==> src/rtl/kvs_ram.sv <==
`default_nettype none

module kvs_ram #(
    parameter int WIDTH = 128,
    parameter int DEPTH = 16
) (
    input  wire logic                     i_clk,
    input  wire logic                     i_we,
    input  wire logic [$clog2(DEPTH)-1:0] i_waddr,
    input  wire logic [WIDTH-1:0]         i_wdata,
    input  wire logic [$clog2(DEPTH)-1:0] i_raddr,
    output logic      [WIDTH-1:0]         o_rdata
);

    logic [WIDTH-1:0] r_mem [DEPTH];

    // Write one word, read one word with a registered output
    always_ff @(posedge i_clk) begin
        if (i_we) begin
            r_mem[i_waddr] <= i_wdata;
        end
        o_rdata <= r_mem[i_raddr];
    end

endmodule

`default_nettype wire

==> config.mk <==
export PLATFORM = sky130hd
export DESIGN_NAME = kvs_ram
export DESIGN_NICKNAME = d
export VERILOG_FILES = /design/src/rtl/kvs_ram.sv
export SDC_FILE = /design/constraint.sdc
export NUM_CORES = 1
export LEC_CHECK = 0
export BUFFER_PORTS_ARGS = -buffer_cell sky130_fd_sc_hd__buf_4
export CORE_MARGIN = 5
export CORE_UTILIZATION = 61
export CTS_BUF_LIST = sky130_fd_sc_hd__clkbuf_8 sky130_fd_sc_hd__clkbuf_16
export DETAILED_ROUTE_END_ITERATION = 10
export PLACE_DENSITY = 0.79
export SLEW_MARGIN = 25
export SYNTH_ARGS = -nofsm -noshare
export SYNTH_HDL_FRONTEND = slang
export SYNTH_SLANG_ARGS = --single-unit
==> constraint.sdc <==
create_clock -name i_clk -period 12.9 [get_ports i_clk]
set_input_delay 1.29 -clock i_clk [delete_from_list [all_inputs] [get_ports i_clk]]
set_output_delay 1.29 -clock i_clk [all_outputs]
set_load 0.03 [all_outputs]
==> Word-level counts from Yosys, hierarchy flattened <==
Memory sizes are Yosys's and may differ from the RTL's. A register that Yosys moved wholly into a read port is not among the register bits.
Index checks and enable logic that the tools add are counted.
Widths: inputs -> output; s select.
{ "totals": {"ff_bits": 0, "mem_bits_rw": 2048, "in_bits": 138, "out_inout_bits": 128, "elab_cells": 3, "memories": 1} }
{ "classes": {"mux": 2} }
{ "memory_table": {"columns": ["name", "depth", "word_bits", "rd", "rd_ports_with_merged_regs", "wr", "line", "rtl"], "rows": [
  ["r_mem", 16, 128, 1, 1, 1, "15", "logic [WIDTH-1:0] r_mem [DEPTH];"]
]} }
{ "op_table": {"columns": ["op", "count"], "rows": [
  ["$mux 1", 2]
]} }

==> Logic depth before layout (Yosys ltp) <==
{ "logic_depth": {"ltp_word": 2, "ltp_mapped": 7, "depth_no_buf": 3} }

==> Worst setup path after synthesis <==
Ideal clock, no wire load.
{ "synth_timing": {"path_type": "input to register", "start": "input i_waddr[2]", "end": "memory r_mem[0][0], enable pin", "setup_ns": 0.774, "t_arrival_ns": 10.443, "required_ns": 12.126, "path_slack_ns": 1.683, "stages": 2, "path_buffers": 0, "cell_sequence": "or3b_2 > nor3_1"} }
{ "synth_lines": {"columns": ["item", "line", "rtl"], "rows": [
  ["start, declared", "9", "input wire logic [$clog2(DEPTH)-1:0] i_waddr,"],
  ["end, declared", "15", null]
]} }
No word-level cell before the write port.

==> Worst setup path in the final report <==
{ "layout_timing": {"start": "input i_waddr[1]", "end": "memory r_mem[13][26], enable pin"} }
No word-level cell before the write port.

==> summary.md <==
| Metric | Value |
|---|---|
| Area Growth Syn to Fin | 13.67% |
| FF-to-FF End | o_rdata[73] |
| RR Startpoint | r_mem[5][73] |
| Sequential-to-total area share from yosys stat | 0.8063 |
| Clock sink count | between 2,000 and 2,500 |
| Upper clock frequency limit | roughly 0.23 GHz |
| First-pass GRT wire length | around 260 mm |
| DR iter-0 viols | about 4,700 |
| Die area | ~140,000 um^2 |
| Critical path class | in2reg |
| Worst-margin pin slew | around 1.1 ns |
| Post-route setup TNS | 0 ns |
| Worst vdd ir | around 0.00013 V |
| Async set-reset flop share out of synthesis | 0 |
| Cell area after synthesis | roughly 79,000 um^2 |
| Maxcap violations | 0 |
| Worst setup margin | between 8 and 9 ns |
| Crit share post-route | 0.3400 |
| Pwr Density | roughly 160 nW/um^2 |
| Starting density of the core | 0.6136 |
| Outcome | finished clean |
| Commonest cells post-synth | edfxtp_1, mux4_2, a22oi_1 |
| Row count | ~130 |
| Setup violations, final | 0 |
| IO Pins | 266 |
| Die Span Y | 370.9 um |
| Skew-Pair Late Insertion Delay | between 0.8 and 0.9 ns |
| Detailed Routing Iterations Pass 1 | 6 |
| CTS-repair resized insts | 0 |
| RSZ-0062 raised after global routing | false |
| Hold_sp | r_mem[6][115] |
| Share of layout cells above drive strength 1 | 0.3052 |
| Wire length per cell | about 32 um |
| Mapped Cells | 3,357 |
| Final GP Congestion | ~0.72 |
| CP endpoint kind | flip-flop |
| Count of pins over their slew limit | 0 |
| Post-Place Setup Slack | 7.606 ns |
| Crit. Startpoint | i_waddr[1] |
| GRT Resource Usage Total | 0.2636 |
| Post-CTS Setup Bufs | 0 |
| Number of global-route vias before repair | around 38,000 |
| Post-synthesis cell type count | 25 |
| DR vias | around 37,000 |
| Post-synth EDFFs | roughly 2,000 |
| CP Capture Point | r_mem[13][26] |
| Yosys reg bits | 2,176 |
| Startpoint types | primary input |
| Final Net Count | 3,852 |
| DP Area | between 80,000 and 90,000 um^2 |
| Routed vias/inst | 6.569 |
| Synthesized net count | around 3,500 |
| Worst EP required | 13.34 ns |
| Largest net degree at the start of global routing | 130 |
| Cells on worst reg2reg path | 3 |
| Finished Layout Cells | 5,649 |
| Design Area, Final | 90,310 um^2 |
| Clk slew on worst S/H paths | ~0.06 ns |
| Placed Cells | ~5,300 |
| Min-delay worst type | reg2reg |
| CTS buffer count | around 200 |
| Minimum clock period after layout | 4.386 ns |
| Initial antenna violation count | 21 |
| Area share of the largest cell type after synthesis | 0.7741 |
| FF-to-FF setup slack | approximately 11 ns |
| Critical Path AT | 4.83 ns |
| Overflow after GRT | 0 |
| Worst slew margin | 0.2871 |
| Core ar. | approximately 130,000 um^2 |
| Syn avg cell area | between 20 and 25 um^2 |
| Final WL | roughly 180 mm |
| Synth Warn # | 0 |
| Die W | around 370 um |
| Final clock skew | between 0.02 and 0.025 ns |
| CTS root buffer | clkbuf_16 |
| Dominant cells by area after synthesis | edfxtp_1, mux4_2, dfxtp_1 |
| Leak | 29.27 nW |
| Routed Antenna Nets | 0 |
| Top cell type by total area after synthesis | edfxtp_1 |
| DRC viols | 0 |
| Most frequent cell after synthesis | edfxtp_1 |
| Ys flop type | edfxtp_1 |
| H-tree depth | 4 |
| Port Buffers | between 200 and 300 |
| Crit path max fanout | slightly below 50 |
| Hold Buf Count CTS | 0 |
| CTS max path bufs | 3 |
| CTS tree | built |
| Final HPWL from detailed placement | 82.54 mm |
| Final Hold Viols | 0 |
[critical path, cell delays in order]
cell	delay (ns)
buf_4	0.14
nand2b_1	0.32
nor2_4	0.83
buf_4	0.73
buf_4	0.61
buf_4	0.85
[cell type report]
class	instances	area, um^2
sequential	2176	64060
tap	1742	2180
fill	7411	39180
timing repair buffer	329	2646
clock inverter	161	1433
multi-input combinational	1005	14670
antenna	18	45.04
clock buffer	218	5275
[how the worst min path moves through the flow]
| stage | endpoint | slack (ns) | cells past startpoint |
|---|---|---|---|
| global route | o_rdata[27] | 0.69 | 3 |
| finish | o_rdata[115] | 0.65 | 3 |
| CTS | o_rdata[115] | 0.66 | 3 |
| detailed placement | o_rdata[65] | 0.65 | 3 |
| global placement | o_rdata[81] | 0.65 | 3 |
| floorplan | o_rdata[0] | 0.63 | 3 |
[cells in the final DEF, fill, tap and decap left out, drive strengths merged, types with 23 or more instances in the layout]
cell / n
nand2: 95
mux4: 477
mux2i: 24
clkbuf: 218
clkinv: 65
nor2b: 29
dfxtp: 128
a22oi: 215
buf: 329
edfxtp: 2048
o221ai: 23
inv: 71
mux2: 64
[report_power, final]
| part | switching [mW] | internal (mW) | leakage [nW] | total (mW) |
|---|---|---|---|---|
| registers | 0.0754 | 7.90 | 19.6 | 7.98 |
| logic | 0.479 | 0.314 | 6.16 | 0.793 |
| clock network | 2.56 | 3.36 | 3.53 | 5.92 |
[flip-flops by register name, summed over array words and instances, names as in the netlist]
signal,count
r_mem,2048
o_rdata,128
[through the flow]
stage | hold WS (ns) | utilization | total power [mW]
after floorplan | 0.6349 | - | 8.578
after global placement | 0.6473 | 0.6451 | 8.892
after detailed placement | 0.6542 | 0.6451 | 8.917
after CTS | 0.6628 | 0.6969 | 14.76
after global routing | 0.6942 | 0.6973 | 15.16
final | 0.6545 | 0.6974 | 14.69
[cells by family after synthesis]
kind of cell	after synthesis	synth area share
flops	2176	0.8063
mux	565	0.1473
compound gates	273	0.02591
buf+inv	176	0.01080
simple gates	167	0.009669
[routing by layer]
metal | global-route usage | share of wire | vias up
met2 | 0.4231 | 0.50 | 2150
met1 | 0.3759 | 0.38 | 19600
met3 | 0.05626 | 0.093 | 311
met4 | 0.07689 | 0.026 | 10
met5 | 0 | 0.00046 | -
li1 | - | - | 15040
No activity file was read; power rests on OpenSTA's default activity.
